===== config.mk =====
export PLATFORM = sky130hd
export DESIGN_NAME = timed_pump_vent_purge_sequencer
export DESIGN_NICKNAME = d
export VERILOG_FILES = /design/src/design/tpvp_pkg.sv /design/src/design/timed_pump_vent_purge_sequencer.sv /design/src/design/tpvp_debounce.sv /design/src/design/tpvp_seq.sv /design/src/design/tpvp_outq.sv
export SDC_FILE = /design/constraint.sdc
export NUM_CORES = 1
export LEC_CHECK = 0
export ABC_AREA = 1
export BUFFER_PORTS_ARGS = -buffer_cell sky130_fd_sc_hd__buf_2
export CORE_MARGIN = 4
export CORE_UTILIZATION = 46
export DETAILED_ROUTE_END_ITERATION = 10
export HOLD_SLACK_MARGIN = 0.1
export SLEW_MARGIN = 25
export SYNTH_ARGS = -nofsm -noshare
export SYNTH_HDL_FRONTEND = slang
export SYNTH_SLANG_ARGS = --single-unit

===== constraint.sdc =====
create_clock -name clk -period 4.5 [get_ports clk]
set_input_delay 0.9 -clock clk [delete_from_list [all_inputs] [get_ports clk]]
set_output_delay 0.9 -clock clk [all_outputs]
set_load 0.02 [all_outputs]

===== src/design/tpvp_pkg.sv =====
// Shared types and constants of the timed pump, vent and purge sequencer.
package tpvp_pkg;

  localparam int unsigned DUR_BITS = 24;
  localparam int unsigned CNT_BITS = 8;
  localparam int unsigned PHASE_BITS = 4;
  localparam int unsigned REG_IDX_BITS = 3;

  // Phase codes.
  localparam logic [PHASE_BITS-1:0] PH_IDLE       = 4'd0;
  localparam logic [PHASE_BITS-1:0] PH_PUMP       = 4'd1;
  localparam logic [PHASE_BITS-1:0] PH_PUMP_IDLE  = 4'd2;
  localparam logic [PHASE_BITS-1:0] PH_VENT       = 4'd3;
  localparam logic [PHASE_BITS-1:0] PH_VENT_IDLE  = 4'd4;
  localparam logic [PHASE_BITS-1:0] PH_FINAL_VENT = 4'd5;
  localparam logic [PHASE_BITS-1:0] PH_FINAL_IDLE = 4'd6;
  localparam logic [PHASE_BITS-1:0] PH_MAN_ON     = 4'd7;
  localparam logic [PHASE_BITS-1:0] PH_MAN_IDLE   = 4'd8;

  // Configuration register indexes.
  localparam logic [REG_IDX_BITS-1:0] REG_PUMP_TIME       = 3'd0;
  localparam logic [REG_IDX_BITS-1:0] REG_VENT_TIME       = 3'd1;
  localparam logic [REG_IDX_BITS-1:0] REG_IDLE_TIME       = 3'd2;
  localparam logic [REG_IDX_BITS-1:0] REG_MANUAL_TIME     = 3'd3;
  localparam logic [REG_IDX_BITS-1:0] REG_CYCLE_TOTAL     = 3'd4;
  localparam logic [REG_IDX_BITS-1:0] REG_FINAL_VENT_TIME = 3'd5;
  localparam logic [REG_IDX_BITS-1:0] REG_DEBOUNCE_TIME   = 3'd6;

  // Reset values of the configuration registers.
  localparam logic [DUR_BITS-1:0] RST_PUMP_TIME       = 24'd75000;
  localparam logic [DUR_BITS-1:0] RST_VENT_TIME       = 24'd13500;
  localparam logic [DUR_BITS-1:0] RST_IDLE_TIME       = 24'd2000;
  localparam logic [DUR_BITS-1:0] RST_MANUAL_TIME     = 24'd5000;
  localparam logic [CNT_BITS-1:0] RST_CYCLE_TOTAL     = 8'd10;
  localparam logic [DUR_BITS-1:0] RST_FINAL_VENT_TIME = 24'd5000;
  localparam logic [CNT_BITS-1:0] RST_DEBOUNCE_TIME   = 8'd5;

  localparam logic TARGET_PUMP = 1'b0;
  localparam logic TARGET_VENT = 1'b1;

  typedef struct packed {
    logic [DUR_BITS-1:0] pump_ticks;
    logic [DUR_BITS-1:0] vent_ticks;
    logic [DUR_BITS-1:0] pause_ticks;
    logic [DUR_BITS-1:0] manual_time;
    logic [CNT_BITS-1:0] cycle_total;
    logic [DUR_BITS-1:0] final_vent_time;
  } seq_cfg_t;

  typedef struct packed {
    logic start;
    logic pump;
    logic vent;
  } press_t;

  typedef struct packed {
    logic                  pump_drive;
    logic                  vent_drive;
    logic                  status_lamp;
    logic                  busy_res;
    logic [PHASE_BITS-1:0] phase;
    logic [CNT_BITS-1:0]   cycle_number;
  } result_t;

endpackage


===== src/design/timed_pump_vent_purge_sequencer.sv =====
// Top level of the timed pump, vent and purge sequencer.
//
// Each input item is one millisecond tick carrying the raw, active-low levels
// of the start, manual-pump and manual-vent buttons. Every item gives exactly
// one result item: the pump and vent drives, the status lamp, the busy flag,
// the phase code and the running purge cycle index.
//
// An accepted item is held in an input register; as soon as the result queue has
// room, the three debouncers and the phase sequencer step once and the result is
// written into a two-entry result queue, from which it is offered to the receiver.
// One item is accepted in every cycle for as long as the receiver takes results.
//
// When the receiver stalls, the queue absorbs results until both entries are
// full; after that the input register holds its item and in_stall is raised.
// The user must write the configuration registers through cfg_we, cfg_index and
// cfg_data only while the block is idle; the block does not enforce this.
// An index beyond the register list is ignored. Synchronous reset clears the
// queue, returns the sequencer to idle, marks all buttons released and restores
// the default timings.
module timed_pump_vent_purge_sequencer #(
  parameter int unsigned TIMER_BITS = 24
) (
  input  logic                              clk,
  input  logic                              rst,
  input  logic                              in_valid,
  output logic                              in_stall,
  input  logic                              start_level,
  input  logic                              pump_level,
  input  logic                              vent_level,
  output logic                              out_valid,
  input  logic                              out_stall,
  output logic                              pump_drive,
  output logic                              vent_drive,
  output logic                              status_lamp,
  output logic                              busy_res,
  output logic [tpvp_pkg::PHASE_BITS-1:0]   phase,
  output logic [tpvp_pkg::CNT_BITS-1:0]     cycle_number,
  input  logic                              cfg_we,
  input  logic [tpvp_pkg::REG_IDX_BITS-1:0] cfg_index,
  input  logic [tpvp_pkg::DUR_BITS-1:0]     cfg_data
);
  import tpvp_pkg::*;

  // Configuration registers.
  seq_cfg_t            cfg;
  logic [CNT_BITS-1:0] settle_limit;

  always_ff @(posedge clk) begin
    if (rst) begin
      cfg.pump_ticks      <= RST_PUMP_TIME;
      cfg.vent_ticks      <= RST_VENT_TIME;
      cfg.pause_ticks     <= RST_IDLE_TIME;
      cfg.manual_time     <= RST_MANUAL_TIME;
      cfg.cycle_total     <= RST_CYCLE_TOTAL;
      cfg.final_vent_time <= RST_FINAL_VENT_TIME;
      settle_limit        <= RST_DEBOUNCE_TIME;
    end else if (cfg_we) begin
      case (cfg_index)
        REG_PUMP_TIME:       cfg.pump_ticks      <= cfg_data;
        REG_VENT_TIME:       cfg.vent_ticks      <= cfg_data;
        REG_IDLE_TIME:       cfg.pause_ticks     <= cfg_data;
        REG_MANUAL_TIME:     cfg.manual_time     <= cfg_data;
        REG_CYCLE_TOTAL:     cfg.cycle_total     <= cfg_data[CNT_BITS-1:0];
        REG_FINAL_VENT_TIME: cfg.final_vent_time <= cfg_data;
        REG_DEBOUNCE_TIME:   settle_limit        <= cfg_data[CNT_BITS-1:0];
        default: begin
          settle_limit <= settle_limit;
        end
      endcase
    end
  end

  // Input register: one tick item waiting to be processed.
  logic    in_held;
  logic    in_held_next;
  logic    start_q;
  logic    pump_q;
  logic    vent_q;
  logic    room;
  logic    step;
  logic    accept;
  press_t  press;
  result_t res;
  result_t head;

  // The held item is processed as soon as the result queue can take its result.
  assign step     = in_held && room;
  assign in_stall = in_held && !room;
  assign accept   = in_valid && !in_stall;

  always_comb begin
    if (accept) begin
      in_held_next = 1'b1;
    end else if (step) begin
      in_held_next = 1'b0;
    end else begin
      in_held_next = in_held;
    end
  end

  always_ff @(posedge clk) begin
    if (rst) begin
      in_held <= 1'b0;
    end else begin
      in_held <= in_held_next;
    end
  end

  always_ff @(posedge clk) begin
    if (accept) begin
      start_q <= start_level;
      pump_q  <= pump_level;
      vent_q  <= vent_level;
    end
  end

  // The buttons are debounced on every tick, busy or not.
  tpvp_debounce u_db_start (
    .clk          (clk),
    .rst          (rst),
    .step         (step),
    .raw          (start_q),
    .settle_limit (settle_limit),
    .press        (press.start)
  );

  tpvp_debounce u_db_pump (
    .clk          (clk),
    .rst          (rst),
    .step         (step),
    .raw          (pump_q),
    .settle_limit (settle_limit),
    .press        (press.pump)
  );

  tpvp_debounce u_db_vent (
    .clk          (clk),
    .rst          (rst),
    .step         (step),
    .raw          (vent_q),
    .settle_limit (settle_limit),
    .press        (press.vent)
  );

  tpvp_seq #(
    .TIMER_BITS (TIMER_BITS)
  ) u_seq (
    .clk   (clk),
    .rst   (rst),
    .step  (step),
    .press (press),
    .cfg   (cfg),
    .res   (res)
  );

  tpvp_outq u_outq (
    .clk       (clk),
    .rst       (rst),
    .push      (step),
    .din       (res),
    .room      (room),
    .out_valid (out_valid),
    .out_stall (out_stall),
    .dout      (head)
  );

  assign pump_drive   = head.pump_drive;
  assign vent_drive   = head.vent_drive;
  assign status_lamp  = head.status_lamp;
  assign busy_res     = head.busy_res;
  assign phase        = head.phase;
  assign cycle_number = head.cycle_number;

endmodule


===== src/design/tpvp_debounce.sv =====
// Debouncer for one active-low button, stepped once per tick item.
module tpvp_debounce (
  input  logic                          clk,
  input  logic                          rst,
  input  logic                          step,
  input  logic                          raw,
  input  logic [tpvp_pkg::CNT_BITS-1:0] settle_limit,
  output logic                          press
);
  import tpvp_pkg::*;

  localparam logic [CNT_BITS-1:0] CNT_MAX = {CNT_BITS{1'b1}};

  logic                stable;
  logic                stable_next;
  logic                last_raw;
  logic [CNT_BITS-1:0] bounce;
  logic [CNT_BITS-1:0] bounce_next;
  logic                take;

  always_comb begin
    if (raw != last_raw) begin
      bounce_next = '0;
    end else if (bounce != CNT_MAX) begin
      bounce_next = bounce + 1'b1;
    end else begin
      bounce_next = bounce;
    end
    take        = (bounce_next >= settle_limit) && (raw != stable);
    stable_next = take ? raw : stable;
    press       = take && !raw;
  end

  always_ff @(posedge clk) begin
    if (rst) begin
      stable   <= 1'b1;
      last_raw <= 1'b1;
      bounce   <= '0;
    end else if (step) begin
      stable   <= stable_next;
      last_raw <= raw;
      bounce   <= bounce_next;
    end
  end

endmodule


===== src/design/tpvp_seq.sv =====
// Phase sequencer: phase, phase timer, cycle counter and the result of each tick.
module tpvp_seq #(
  parameter int unsigned TIMER_BITS = 24
) (
  input  logic               clk,
  input  logic               rst,
  input  logic               step,
  input  tpvp_pkg::press_t   press,
  input  tpvp_pkg::seq_cfg_t cfg,
  output tpvp_pkg::result_t  res
);
  import tpvp_pkg::*;

  logic [PHASE_BITS-1:0] phase;
  logic [PHASE_BITS-1:0] phase_next;
  logic [TIMER_BITS-1:0] timer;
  logic [TIMER_BITS-1:0] timer_next;
  logic [CNT_BITS-1:0]   cycle;
  logic [CNT_BITS-1:0]   cycle_next;
  logic                  target;
  logic                  target_next;
  logic                  load;
  logic [DUR_BITS-1:0]   dur;
  logic [TIMER_BITS-1:0] dur_cut;
  logic                  more_cycles;

  assign more_cycles = ({1'b0, cycle} + 9'd1) < {1'b0, cfg.cycle_total};

  always_comb begin
    phase_next  = phase;
    timer_next  = timer;
    cycle_next  = cycle;
    target_next = target;
    load        = 1'b0;
    dur         = cfg.pause_ticks;

    if (phase == PH_IDLE) begin
      cycle_next = '0;
      if (press.start) begin
        load = 1'b1;
        if (cfg.cycle_total == '0) begin
          phase_next = PH_FINAL_VENT;
          dur        = cfg.final_vent_time;
        end else begin
          phase_next = PH_PUMP;
          dur        = cfg.pump_ticks;
        end
      end else if (press.pump || press.vent) begin
        // Pump wins when both manual buttons are pressed on the same tick.
        load        = 1'b1;
        target_next = press.pump ? TARGET_PUMP : TARGET_VENT;
        phase_next  = PH_MAN_ON;
        dur         = cfg.manual_time;
      end
    end else if (phase > PH_MAN_IDLE) begin
      phase_next = PH_IDLE;
      timer_next = '0;
      cycle_next = '0;
    end else if (timer != '0) begin
      timer_next = timer - 1'b1;
    end else begin
      case (phase)
        PH_PUMP: begin
          load       = 1'b1;
          phase_next = PH_PUMP_IDLE;
        end
        PH_PUMP_IDLE: begin
          load       = 1'b1;
          phase_next = PH_VENT;
          dur        = cfg.vent_ticks;
        end
        PH_VENT: begin
          load       = 1'b1;
          phase_next = PH_VENT_IDLE;
        end
        PH_VENT_IDLE: begin
          load = 1'b1;
          if (more_cycles) begin
            cycle_next = cycle + 1'b1;
            phase_next = PH_PUMP;
            dur        = cfg.pump_ticks;
          end else begin
            phase_next = PH_FINAL_VENT;
            dur        = cfg.final_vent_time;
          end
        end
        PH_FINAL_VENT: begin
          load       = 1'b1;
          phase_next = PH_FINAL_IDLE;
        end
        PH_MAN_ON: begin
          load       = 1'b1;
          phase_next = PH_MAN_IDLE;
        end
        default: begin
          phase_next = PH_IDLE;
          timer_next = '0;
          cycle_next = '0;
        end
      endcase
    end

    // A phase lasts max(duration, 1) ticks; the timer holds the ticks left after this one.
    dur_cut = TIMER_BITS'(dur);
    if (load) begin
      timer_next = (dur_cut == '0) ? '0 : dur_cut - 1'b1;
    end
  end

  always_comb begin
    res.pump_drive   = (phase_next == PH_PUMP) ||
                       ((phase_next == PH_MAN_ON) && (target_next == TARGET_PUMP));
    res.vent_drive   = (phase_next == PH_VENT) || (phase_next == PH_FINAL_VENT) ||
                       ((phase_next == PH_MAN_ON) && (target_next == TARGET_VENT));
    res.status_lamp  = phase_next inside {[PH_PUMP:PH_FINAL_IDLE]};
    res.busy_res     = phase_next != PH_IDLE;
    res.phase        = phase_next;
    res.cycle_number = res.status_lamp ? cycle_next : '0;
  end

  always_ff @(posedge clk) begin
    if (rst) begin
      phase  <= PH_IDLE;
      timer  <= '0;
      cycle  <= '0;
      target <= TARGET_PUMP;
    end else if (step) begin
      phase  <= phase_next;
      timer  <= timer_next;
      cycle  <= cycle_next;
      target <= target_next;
    end
  end

endmodule


===== src/design/tpvp_outq.sv =====
// Two-entry result queue that decouples the sequencer from the output stall.
module tpvp_outq (
  input  logic              clk,
  input  logic              rst,
  input  logic              push,
  input  tpvp_pkg::result_t din,
  output logic              room,
  output logic              out_valid,
  input  logic              out_stall,
  output tpvp_pkg::result_t dout
);
  import tpvp_pkg::*;

  result_t    entry0;
  result_t    entry1;
  logic [1:0] count;
  logic       pop;

  assign out_valid = count != 2'd0;
  assign pop       = out_valid && !out_stall;
  assign room      = (count != 2'd2) || pop;
  assign dout      = entry0;

  always_ff @(posedge clk) begin
    if (rst) begin
      count <= 2'd0;
    end else begin
      case ({push, pop})
        2'b10:   count <= count + 2'd1;
        2'b01:   count <= count - 2'd1;
        default: count <= count;
      endcase
    end
  end

  always_ff @(posedge clk) begin
    case ({push, pop})
      2'b10: begin
        if (count == 2'd0) begin
          entry0 <= din;
        end else begin
          entry1 <= din;
        end
      end
      2'b01: begin
        entry0 <= entry1;
      end
      2'b11: begin
        if (count == 2'd1) begin
          entry0 <= din;
        end else begin
          entry0 <= entry1;
          entry1 <= din;
        end
      end
      default: begin
        entry0 <= entry0;
      end
    endcase
  end

endmodule


; After elaboration in Yosys (flattened, before gate mapping)
; Index checks and enable logic that the tools add are counted.
[totals]
register_bits = 241
input_bits = 35
output_inout_bits = 18
elab_cells = 193
[classes]
add_sub_neg = 9
order_cmp = 7
eq_ne = 35
n_mux = 53
bitwise_logic = 1
n_reduce_logical = 51
[ops]
columns = op, count
row1 = $mux 24, 13
row2 = $mux 8, 11
row3 = $mux 16, 4
row4 = $pmux 16 s3, 1
row5 = $pmux 24 s2, 1
row6 = $sub 24x1->24 const B, 2
row7 = $add 8x1->8 const B, 4
row8 = $pmux 16 s2, 1
row9 = $ge 8x8->1, 3
row10 = $logic_not 24->1, 1
row11 = $ne 8x8->1 const B, 3
row12 = $pmux 4 s6, 1
row13 = $reduce_bool 24->1, 1
row14 = $reduce_and 2->1, 11
row15 = $eq 4x3->1 const B, 5
row16 = $mux 4, 5
row17 = $pmux 8 s2, 1
row18 = $logic_and 1x1->1, 13
row19 = $eq 4x2->1 const B, 3
row20 = $mux 1, 12
row21 = $add 8x1->9 const B, 1
row22 = $eq 3x3->1 const B, 3
row23 = $lt 9x8->1, 1
row24 = $eq 4x1->1 const B, 2
row25 = other kinds (28), 53

; Depth between registers and ports, before layout
; Gate-level depths: netlist of the first run.
[depth]
depth_word = 15
ltp_mapped = 34

; Hierarchy
; A second synthesis of the first run with hierarchy kept.
[hier_totals]
cells_unflattened = 2342
hier_area_um2 = 15310.9
[modules_own_cells]
columns = module, n_inst, cells_each, area_each_um2
row1 = tpvp_seq, 1, 1049, 5733.0
row2 = timed_pump_vent_purge_sequencer, 1, 754, 5427.7
row3 = tpvp_debounce, 3, 140, 902.1
row4 = tpvp_outq, 1, 119, 1443.9

; Worst setup path after synthesis of the first run
; No wires, ideal clock.
[synth_timing]
kind = reg2reg
startpoint = reg u_db_start.bounce[0]
endpoint = reg u_seq.timer[14]
t_arrival_ns = 3.998
t_required_ns = 4.430
path_slack_ns = 0.432
stages_incl_launch_ff = 29
path_buffers = 1
period_less_slack_ns = 4.068
cell_sequence = dfxtp_1 ha_1 inv_1 nor3_1 inv_1 nor3_1 nand3_1 nand4_1 o21ai_0 a21oi_1 ha_1 a21oi_1 o21ai_0 nand2_1 nand3_1 nand2_2 buf_1 nand3_1 nand3_1 nand2_1 inv_1 ha_1 inv_1 nor2_2 nand2_1 nor2_1 xnor2_1 nand2_1 a21oi_1
[synth_between]
elab_chain_len = 11
[synth_lines]
columns = element, line
row1 = "start, declared", tpvp_debounce.sv:17  ; logic [CNT_BITS-1:0] bounce;
row2 = "start signal, assigned", tpvp_debounce.sv:42  ; bounce <= bounce_next;
row3 = $add 8x1->8 or $ne 8x8->1 (tied branches), "tpvp_debounce.sv:25, tpvp_debounce.sv:24"
row4 = $mux 8 *, tpvp_debounce.sv:24  ; end else if (bounce != CNT_MAX) begin
row5 = $mux 8 *, tpvp_debounce.sv:22  ; if (raw != last_raw) begin
row6 = net u_db_start.bounce_next[3], tpvp_debounce.sv:18  ; logic [CNT_BITS-1:0] bounce_next;
row7 = $ge 8x8->1 *, tpvp_debounce.sv:29  ; take = (bounce_next >= settle_limit) && (raw != stable);
row8 = $logic_and 1x1->1 *, tpvp_debounce.sv:29
row9 = $logic_and 1x1->1 *, tpvp_debounce.sv:31  ; press = take && !raw;
row10 = $mux 24, tpvp_seq.sv:39  ; if (press.start) begin
row11 = $mux 24, tpvp_seq.sv:37  ; if (phase == PH_IDLE) begin
row12 = $sub 24x1->24 or $logic_not 24->1 (tied branches), tpvp_seq.sv:106  ; timer_next = (dur_cut == '0) ? '0 : dur_cut - 1'b1;
row13 = $mux 24, tpvp_seq.sv:106
row14 = $mux 24, tpvp_seq.sv:105  ; if (load) begin
row15 = "end signal, assigned", tpvp_seq.sv:129  ; timer <= timer_next;
row16 = "end, declared", tpvp_seq.sv:16  ; logic [TIMER_BITS-1:0] timer;
; The timed path passes the listed nets; every way through them passes the cells marked *.
; A chain may end at the register's enable or synchronous reset.

; Worst setup path after layout of the first run
[layout_timing]
startpoint = reg u_db_start.bounce[0]
endpoint = reg u_seq.timer[22]
; The elaborated chain is that of the path after synthesis.

==> impl_metrics.py, run 1 <==
metrics = {
    "layout": {
        "nets": 2167,
        "syn_to_final_growth_pct": 13.8,
        "finalInstanceArea_um2": 15900,
        "drive_gt1_share_pct": 11.4,
        "antennaDiodeCount": 0,
        "n_fill_cell": 2993,
        "finalNonFillerCells": 2505,
    },
    "pwr": {
        "pwr-share-clk_pct": 30.9,
        "peakVddDrop_mv": 0.238,
        "p_per_area_nw_per_um2": 489,
        "p_seq_share_pct": 32.9,
        "intPower_uw": 4790,
        "combPwrFrac_pct": 36.1,
        "power.leakage_uw": 0.00721,
        "power_switching_uw": 2980,
        "swShare_pct": 38.3,
    },
    "timing": {
        "tightest_slew_ns": 0.948,
        "slew_viol_final": 0,
        "hold_ws_ns": 0.451,
        "layout_min_cycle_time_ns": 4.15,
        "slew-limit-headroom_pct": 36.7,
        "finalHoldViolations": 0,
        "setup_ws_ns": 0.353,
        "setup_viol": 0,
        "skew_ns": 0.0243,
        "max_freq_mhz": 241,
        "period_share_pct": 92.2,
    },
    "yosys": {
        "synthArstFlopShare_pct": 0,
        "synth.top_cell.area_share_pct": 29.5,
        "postSynthAreaPerCell_um2": 6.78,
        "ys_warn_count": 0,
        "syn-instance-count": 2060,
        "synth.cell_area_um2": 14000,
        "yosysMostFrequentCell": "nand2_1",
        "synth_fp_nets": 2136,
        "yosysSeqAreaShare_pct": 37.1,
        "ys_types": 52,
        "ys_top_cells_by_area": "dfxtp_1 (30%), nand2_1 (12%), o21ai_0 (7.7%), edfxtp_1 (7.5%), inv_1 (6.5%)",
        "ys_top_cells_by_count": "nand2_1 (448), inv_1 (242), nor2_1 (240)",
        "synth_flop_cell": "dfxtp_1",
        "yosysTopAreaCell": "dfxtp_1",
        "ys_ff_latch": 241,
        "synth_edf_count": 35,
    },
    "critical_path": {
        "startpoint": "u_db_start.bounce[0]",
        "endpoint": "u_seq.timer[22]",
        "cpPeakStageDelay_ns": 0.37,
        "path_buf_inv": 7,
        "cp_num_cells": 28,
        "worstReg2RegStart": "u_db_start.bounce[0]",
        "crit_family": "simple AND/OR/NAND/NOR gates",
        "cp_data_required_time_ns": 5.00,
        "path_max_fanout": 14,
        "slowest_stage": "dfxtp_2",
        "path_common_cell": "inv_1",
        "critPathLaunchType": "flip-flop",
        "cp.arrival_ns": 4.65,
        "critPathCaptureType": "flip-flop",
        "r2r_cells": 28,
        "reg2reg_slack_ns": 0.35,
        "worstReg2RegEnd": "u_seq.timer[22]",
        "path_class": "reg -> reg",
    },
    "cts": {
        "htree_levels": 1,
        "clk_pin_slew_ns": 0.06,
        "cts_buffer_depth": 3,
        "clkLatencyLatePin_ns": 0.57,
        "cts.sinks": 241,
        "numCtsBuffers": 30,
        "cts_tree": "yes",
        "root_buffer": "clkbuf_16",
    },
    "placement": {
        "gp_congestion": 0.895,
        "io_buffers": 52,
        "dpl_cell_area_um2": 14600,
        "pre_cts_slack_ns": -0.0228,
        "dpl.hpwl_um": 27300,
        "placed_cells": 2440,
    },
    "detailed_routing": {
        "ant_nets": 0,
        "avgRoutedWirePerCell_um": 16.1,
        "vias_per_cell": 5.36,
        "routed_wirelength_um": 40400,
        "dr.pass1.iters": 5,
        "drc_errors": 0,
        "vias": 13400,
        "drtIter0Drc": 1213,
    },
    "flow_run": {
        "drv_cap": 0,
    },
    "floorplan": {
        "rows": 63,
        "start_util_pct": 46.9,
        "die_y_um": 182,
        "die_area_um2": 33200,
        "die_width_um": 182,
        "io_pins": 53,
        "core_area_um2": 29800,
    },
    "global_route": {
        "antenna_found_initial": 0,
        "grt_usage_pct": 23.3,
        "grt_pass1_wl_um": 64600,
        "grt_max_degree": 105,
        "grt-ovfl-total": 0,
        "grt_pass1_vias": 12100,
    },
    "worst_hold_path": {
        "hp-class": "reg -> reg",
    },
    "outcome": {
        "status": "completed",
    },
}
how the worst min path moves through the flow:
stage / startpoint / end / slack [ns] / cells past startpoint
3_5_place_dp: cfg[50] / cfg[50] / 0.44 / 2
5_1_grt: cfg[34] / cfg[34] / 0.48 / 2
4_1_cts: cfg[50] / cfg[50] / 0.45 / 2
3_3_place_gp: cfg[82] / cfg[82] / 0.44 / 2
6_report: cfg[50] / cfg[50] / 0.45 / 2
2_1_floorplan: cfg[39] / cfg[39] / 0.43 / 2
cell usage in the layout (no fill, tap or decap), types with 34 or more instances in the layout:
cell type | synthesis | final
nand3_1 | 155 | 150
ha_1 | 41 | 41
dfxtp_1 | 206 | 204
buf_4 | 6 | 34
nand2_1 | 448 | 435
buf_2 | 12 | 52
edfxtp_1 | 35 | 35
nor2_1 | 240 | 232
a21oi_1 | 159 | 154
inv_1 | 242 | 239
o21ai_0 | 215 | 215
area by class of cell:
| cell class | count | area, um^2 | share of cell area [%] |
|---|---|---|---|
| multi-input cells | 1473 | 7620 | 48.0 |
| flip-flops and latches | 241 | 5180 | 32.6 |
| inverters | 250 | 946 | 5.95 |
| clock buffers | 48 | 920 | 5.79 |
| repair buffers | 95 | 666 | 4.19 |
| well taps | 390 | 488 | 3.07 |
| clock inverters | 8 | 72.6 | 0.457 |
cell families after synthesis:
logic type,Yosys count,share of synthesized area (%)
AND/OR/NAND/NOR,942,29.3
AO/OA/AOI/OAI,443,17.1
buffers and inverters,346,9.91
flip-flops,241,37.1
XOR/XNOR,46,2.89
adder cells (fa/ha/maj),41,3.67
multiplexers,1,0.0807
per-stage QoR:
stage               TNS [ns]  utilization [%]  power [uW]
finish                     0             53.3        7770
global route         -0.0752             53.3        8270
CTS                        0             52.3        7670
detailed placement   -0.0363             48.9        5250
global placement           0             48.9        5230
floorplan                  0                -        4560
registers in the layout, summed over array words and instances (netlist names), 2 cells and up:
register           flops
cfg                  128
settle_limit           8
u_db_pump.bounce       8
u_db_start.bounce      8
u_db_vent.bounce       8
u_outq.count           2
u_outq.dout           16
u_outq.entry1         16
u_seq.cycle            8
u_seq.phase            4
u_seq.timer           24
worst register-to-register path: cells and delay by family, from the launching register on:
kind / cells / cell delay, ns
AND/OR/NAND/NOR: 12 / 1.41
AO/OA/AOI/OAI: 6 / 0.87
buffers and inverters: 7 / 0.75
adder cells (fa/ha/maj): 3 / 0.70
flip-flops: 1 / 0.37
layer usage:
| metal | global-route usage [%] | part of all wire [%] | vias to the layer above |
|---|---|---|---|
| li1 | - | - | 6787 |
| met1 | 35.8 | 49 | 6179 |
| met2 | 35.0 | 43 | 403 |
| met3 | 3.21 | 6.7 | 53 |
| met4 | 4.62 | 1.6 | 0 |
| met5 | 0 | 0 | - |
power groups by stage:
stage | Combinational (uW) | Sequential [uW] | Clock, uW
after detailed placement | 2650 | 2600 | 0
after floorplan | 1930 | 2630 | 0
final | 2810 | 2560 | 2400
after global routing | 3140 | 2580 | 2540
after global placement | 2630 | 2600 | 0
after CTS | 2660 | 2560 | 2450
what timing repair did:
action,4_1_cts,5_1_grt
resized for setup,4,51
pin swaps,0,9
hold buffers,0,0
cloned,0,2
setup buffers,0,7
endpoints found under the setup margin,12,46
(Power assumes the default switching activity.)
==> inputs of run 2 (changes only) <==
Settings changed: ABC_AREA 1 to 0, CAP_MARGIN set to 5.
Clock period 4.5 ns to 5.14 ns, I/O delays scaled along.
==> run 2 against run 1 <==
  * Via count is 3.0% lower
  * Sequential cell count stayed put
  * Clock power is 14% lower
  * Critical endpoint is now u_seq.timer[1]
  * First-iteration DRC count is 8.8% lower
  * Maximum frequency is 18% lower
  * Sequential power is 16% lower
==> impl_metrics.py, run 2 <==
metrics = {
    "timing": {
        "layout_min_cycle_time_ns": 5.03,
        "slew_viol_final": 0,
        "period_share_pct": 97.9,
        "tightest_slew_ns": 1.00,
        "slew-limit-headroom_pct": 33.2,
        "max_freq_mhz": 199,
        "setup_ws_ns": 0.107,
        "setup_viol": 0,
        "skew_ns": 0.0305,
        "finalHoldViolations": 0,
    },
    "detailed_routing": {
        "vias_per_cell": 5.78,
        "avgRoutedWirePerCell_um": 18.6,
        "vias": 13000,
        "dr.pass1.iters": 6,
        "routed_wirelength_um": 41900,
        "drtIter0Drc": 1106,
        "drc_errors": 0,
        "ant_nets": 0,
    },
    "yosys": {
        "synth.cell_area_um2": 13400,
        "syn-instance-count": 1763,
        "synth_edf_count": 35,
        "synth_fp_nets": 1839,
        "yosysSeqAreaShare_pct": 38.5,
        "ys_types": 72,
        "ys_warn_count": 0,
        "postSynthAreaPerCell_um2": 7.62,
        "ys_ff_latch": 241,
        "synth.top_cell.area_share_pct": 30.7,
        "yosysMostFrequentCell": "nand2_1",
        "ys_top_cells_by_count": "nand2_1 (436), dfxtp_1 (206), a21oi_1 (192)",
        "ys_top_cells_by_area": "dfxtp_1 (31%), nand2_1 (12%), edfxtp_1 (7.8%), a21oi_1 (7.2%), ha_1 (3.8%)",
        "synth_flop_cell": "dfxtp_1",
        "yosysTopAreaCell": "dfxtp_1",
        "synthArstFlopShare_pct": 0,
    },
    "placement": {
        "dpl.hpwl_um": 28400,
        "gp_congestion": 0.896,
        "pre_cts_slack_ns": -0.175,
        "io_buffers": 52,
    },
    "cts": {
        "htree_levels": 1,
        "cts.sinks": 241,
        "clkLatencyLatePin_ns": 0.57,
        "ctsHoldBuffers": 0,
        "cts_buffer_depth": 3,
        "numCtsBuffers": 29,
        "cts_tree": "yes",
        "root_buffer": "clkbuf_16",
        "clk_pin_slew_ns": 0.07,
    },
    "floorplan": {
        "start_util_pct": 46.7,
        "die_area_um2": 32000,
        "die_y_um": 179,
        "io_pins": 53,
        "core_area_um2": 28800,
        "die_width_um": 179,
        "rows": 62,
    },
    "global_route": {
        "antenna_found_initial": 0,
        "grt_pass1_wl_um": 66200,
        "grt_pass1_vias": 12200,
        "grt_max_degree": 102,
        "grt-ovfl-total": 0,
        "grt_usage_pct": 25.6,
    },
    "layout": {
        "multi_input_area_um2": 8020,
        "syn_to_final_growth_pct": 18.5,
        "antennaDiodeCount": 0,
        "final_common_cell": "nand2_1",
        "drive_gt1_share_pct": 15.8,
        "final_cell_mix": "nand2_1 (432), dfxtp_1 (200), a21oi_1 (184)",
        "final_util_pct": 55.3,
        "nets": 1921,
        "seqCellArea_um2": 5180,
        "top_regs": "cfg (128), u_seq.timer (24)",
        "n_fill_cell": 2731,
        "largest_register_ffs": 128,
        "top_register": "cfg",
    },
    "pwr": {
        "p_per_area_nw_per_um2": 419,
        "power.leakage_uw": 0.00606,
        "total_power_uw": 6670,
        "peakVddDrop_mv": 0.294,
    },
    "outcome": {
        "status": "completed",
    },
    "flow_run": {
        "drv_cap": 0,
    },
    "critical_path": {
        "cpPeakStageDelay_ns": 0.54,
        "cp_data_required_time_ns": 5.55,
        "cp.arrival_ns": 5.44,
        "path_max_fanout": 10,
        "path_buf_inv": 3,
        "crit_chain": "and4_4 -> and2_4 -> nand3_2 -> nand4_1 -> or3_1 -> a21oi_2 -> ha_1 -> and3_4 -> and4b_1 -> a31oi_4 -> o21a_1 -> buf_4 -> mux2i_1 -> a211oi_2 -> or4_4 -> or2_1 -> or3_1 -> o31a_1 -> buf_6 -> clkbuf_16 -> a21oi_2 -> a211oi_1",
        "path_class": "reg -> reg",
        "critPathLaunchType": "flip-flop",
        "critPathCaptureType": "flip-flop",
        "slowest_stage": "or4_4",
        "crit_family": "simple AND/OR/NAND/NOR gates",
    },
    "worst_hold_path": {
        "hp-class": "reg -> reg",
    },
}
## run 2: cell types whose count changed after synthesis, sizes merged, moves of 32 or more
cell,delta
inv,-218
nor2,-130
clkbuf,+32
mux2i,+36
o21ai,-156
nand3,-89
## run 2: report_power, final
group	leakage [uW]	switching, uW	internal [uW]	total [uW]
Sequential	0.00200	94.2	2070	2160
Clock	0.000475	839	1230	2070
Combinational	0.00358	1520	919	2440
Total	0.00606	2450	4220	6670
## run 2: repair_timing
action,CTS,global route
resized for setup,3,59
cloned,0,2
buffers inserted,0,9
pin swaps,0,28
endpoints found under the setup margin,23,38
## run 2: cell families (layout without fill, tap and decap cells)
family / count (synthesis) / count (layout) / synth area share [%]
compound gates: 410 / 410 / 18.7
xor+xnor: 43 / 43 / 2.80
fa+ha+maj: 42 / 42 / 3.89
buf+inv: 140 / 245 / 4.00
flops: 241 / 241 / 38.5
mux: 50 / 50 / 3.86
simple gates: 837 / 837 / 28.2
## run 2: area by class of cell
type                    count  share of cell area (%)
multi-input cells        1382                    50.4
flip-flops and latches    241                    32.6
repair buffers            160                    7.24
clock buffers              38                    4.96
well taps                 384                    3.02
clock inverters            16                    1.09
inverters                  31                   0.731
## run 2: path summary, 6_finish.rpt
check,start,end,slack (ns),cells past startpoint
worst max register to register,u_db_vent.bounce[5],u_seq.timer[1],0.11,22
worst min-delay path,cfg[47],cfg[47],0.46,2
worst max-delay path,u_db_vent.bounce[5],u_seq.timer[1],0.11,22
worst min register to register,cfg[47],cfg[47],0.46,2
## run 2: per-stage QoR
stage | setup TNS [ns] | hold slack, ns | area, um^2 | cells
finish | 0 | 0.455 | 15900 | 2252
floorplan | 0 | 0.431 | 13500 | 1763
global route | -0.551 | 0.475 | 15900 | 2252
global placement | -0.394 | 0.443 | 14600 | 2187
detailed placement | -1.91 | 0.447 | 14600 | 2187
CTS | 0 | 0.455 | 15600 | 2241
## run 2: metal layers
layer,GRT usage [%],vias up,routed length [um]
met5,0,-,0
met4,7.07,0,980
met3,4.24,89,3010
met2,41.8,452,19300
met1,35.3,6105,18600
li1,-,6377,-
## run 2: tightest hold or removal path, cell delays in order (launching register included)
cell and delay [ns]:
dfxtp_1 0.30, nand2_1 0.05, a21oi_1 0.05
==> inputs of run 3 (changes only) <==
Settings changed: HOLD_SLACK_MARGIN 0.1 to 0.08, SYNTH_HIERARCHICAL set to 1.
==> run 3 against run 2 <==
  * Critical path type unchanged
  * Synthesized area increased by 10%
  * Combinational power decreased by 5%
  * Maximum frequency increased by 2.2%
  * Synthesized cell count decreased by 4.5%
  * Largest cell class unchanged
  * Clock-buffer cell count increased by 4
  * Worst hold slack improved by 0.022 ns
  * Via count decreased by 0.14%
  * Utilization decreased by 0.93 points
  * Cell count decreased by 2.1%
  * Clock skew decreased by 0.013 ns
==> impl_metrics.py, run 3 <==
metrics = {
    "outcome": {
        "status": "completed",
    },
    "layout": {
        "drive_gt1_share_pct": 18.7,
        "top_register": "cfg",
        "largest_register_ffs": 128,
        "n_fill_cell": 2938,
        "nets": 1858,
        "antennaDiodeCount": 0,
        "final_cell_mix": "dfxtp_1 (202), mux2i_1 (166), nor2_1 (152)",
        "top_regs": "cfg (128), u_seq/timer (24)",
        "multi_input_area_um2": 9190,
        "seqCellArea_um2": 5180,
        "finalInstanceArea_um2": 17200,
        "final_util_pct": 54.4,
        "final_common_cell": "dfxtp_1",
        "syn_to_final_growth_pct": 16.3,
    },
    "critical_path": {
        "startpoint": "u_db_pump/bounce[0]",
        "critPathLaunchType": "flip-flop",
        "critPathCaptureType": "flip-flop",
        "worstReg2RegStart": "u_db_pump/bounce[0]",
        "cp_data_required_time_ns": 5.55,
        "path_class": "reg -> reg",
        "path_max_fanout": 12,
        "cp.arrival_ns": 5.33,
    },
    "yosys": {
        "ys_top_cells_by_count": "dfxtp_1 (206), mux2i_1 (166), nor2_1 (153)",
        "synth_edf_count": 35,
        "ys_ff_latch": 241,
        "yosysTopAreaCell": "dfxtp_1",
        "synth_flop_cell": "dfxtp_1",
        "ys_top_cells_by_area": "dfxtp_1 (28%), mux2i_1 (11%), edfxtp_1 (7.1%), nand2b_1 (5.5%), nor2_1 (3.9%)",
        "yosysMostFrequentCell": "dfxtp_1",
        "synthArstFlopShare_pct": 0,
        "synth_fp_nets": 1761,
        "syn-instance-count": 1684,
        "postSynthAreaPerCell_um2": 8.79,
        "ys_warn_count": 6,
        "yosysSeqAreaShare_pct": 35.0,
        "ys_types": 88,
        "synth.top_cell.area_share_pct": 27.9,
        "synth.cell_area_um2": 14800,
    },
    "floorplan": {
        "die_y_um": 187,
        "core_area_um2": 31600,
        "start_util_pct": 46.8,
        "die_area_um2": 35100,
        "rows": 65,
        "io_pins": 53,
        "die_width_um": 187,
    },
    "detailed_routing": {
        "dr.pass1.iters": 5,
        "ant_nets": 0,
        "avgRoutedWirePerCell_um": 19.2,
        "drc_errors": 0,
        "met1_length_um": 18800,
        "drtIter0Drc": 1006,
        "wl_met2_um": 20000,
        "vias": 13000,
        "routed_wirelength_um": 42300,
        "route.met3.wl_um": 2300,
        "vias_per_cell": 5.90,
        "top_layer": "met4",
    },
    "cts": {
        "clk_pin_slew_ns": 0.06,
        "cts_tree": "yes",
        "htree_levels": 1,
        "root_buffer": "clkbuf_16",
        "cts_buffer_depth": 3,
        "cts.sinks": 241,
        "clkLatencyLatePin_ns": 0.55,
        "numCtsBuffers": 28,
    },
    "timing": {
        "max_freq_mhz": 203,
        "tightest_slew_ns": 0.801,
        "setup_viol": 0,
        "slew-limit-headroom_pct": 46.6,
        "period_share_pct": 95.8,
        "rsz0062_at_grt": "yes",
        "slew_viol_final": 0,
        "setup_ws_ns": 0.216,
        "finalSetupTns_ns": 0,
        "layout_min_cycle_time_ns": 4.92,
        "skew_ns": 0.0178,
        "finalHoldViolations": 0,
    },
    "global_route": {
        "grt_pass1_vias": 12500,
        "grt_usage_pct": 22.7,
        "grt_max_degree": 117,
        "grt-ovfl-total": 0,
        "antenna_found_initial": 0,
        "grt_pass1_wl_um": 66700,
    },
    "placement": {
        "dpl_cell_area_um2": 16000,
        "io_buffers": 52,
        "dpl.hpwl_um": 29200,
        "gp_congestion": 0.888,
        "pre_cts_slack_ns": -0.0906,
    },
    "worst_hold_path": {
        "hp-class": "reg -> reg",
        "worstHoldStart": "cfg[103]",
    },
    "pwr": {
        "power.leakage_uw": 0.00712,
        "pwr-share-clk_pct": 31.3,
        "swShare_pct": 36.2,
        "p_seq_share_pct": 33.1,
        "peakVddDrop_mv": 0.282,
        "intPower_uw": 4180,
        "combPwrFrac_pct": 35.6,
        "total_power_uw": 6540,
        "p_per_area_nw_per_um2": 380,
        "power_switching_uw": 2370,
    },
    "flow_run": {
        "drv_cap": 0,
    },
}
==> run 3: changes by cell type after synthesis, sizes merged, moves of 25 or more <==
cell    before  now
mux2i       36  166
nand2      436  117
nand2b      25  129
clkbuf      97   72
a21oi      192  104
nand3b      42    2
==> run 3: cell type report <==
| class | count | share of cell area (%) |
|---|---|---|
| inverters | 54 | 1.18 |
| clock buffers | 42 | 4.87 |
| repair buffers | 167 | 6.86 |
| clock inverters | 10 | 0.640 |
| multi-input cells | 1289 | 53.4 |
| well taps | 402 | 2.92 |
| flip-flops and latches | 241 | 30.1 |
==> run 3: metrics by stage <==
step | std cells | hold slack, ns
6_report | 2205 | 0.478
4_1_cts | 2197 | 0.482
3_3_place_gp | 2145 | 0.462
5_1_grt | 2205 | 0.500
2_1_floorplan | 1684 | 0.444
3_5_place_dp | 2145 | 0.466
==> run 3: critical path, stage by stage, from the launching register on <==
cell,delay [ns]
dfxtp_2,0.33
ha_2,0.18
nand2_2,0.07
nor3_4,0.24
buf_4,0.16
mux2i_1,0.17
nor2_1,0.06
ha_1,0.33
a2111oi_4,0.32
o31a_1,0.23
nor3_4,0.06
nor2_4,0.30
mux2i_1,0.24
a21oi_1,0.09
a22o_1,0.29
o21a_1,0.19
a221o_1,0.31
nor4_4,0.31
nand3_1,0.13
o31a_1,0.30
buf_12,0.17
a221oi_4,0.23
a211oi_1,0.08
==> run 3: kinds of logic (layout without fill, tap and decap cells) <==
group           after synthesis  in the layout  synth area share (%)
simple gates                659            659                  24.4
buf+inv                     154            273                  4.38
compound gates              352            352                  16.6
fa+ha+maj                    42             42                  3.55
flops                       241            241                  35.0
mux                         189            189                  13.0
xor+xnor                     47             47                  3.09
==> run 3: what timing repair did <==
action / 4_1_cts / 5_1_grt
gates cloned: 0 / 1
resized for setup: 4 / 38
pin swaps: 0 / 13
buffers inserted: 0 / 7
endpoints found under the setup margin: 8 / 34
hold buffers: 0 / 0
==> run 3: final timing paths <==
path | cells past startpoint | end | slack [ns]
max | 22 | u_seq/timer[0] | 0.22
min | 2 | cfg[103] | 0.48
max reg2reg | 22 | u_seq/timer[0] | 0.22
min reg2reg | 2 | cfg[103] | 0.48
==> run 3: metal layers <==
layer,GRT usage (%),vias up
li1,-,6289
met2,38.9,379
met4,6.14,0
met1,30.2,6259
met5,0,-
met3,2.87,78
==> run 3: power by group through the flow <==
stage | Combinational, uW | Sequential (uW) | Clock, uW
floorplan | 1440 | 2220 | 0
global placement | 2200 | 2200 | 0
detailed placement | 2220 | 2200 | 0
CTS | 2230 | 2160 | 2090
global route | 2520 | 2180 | 2170
finish | 2330 | 2170 | 2050
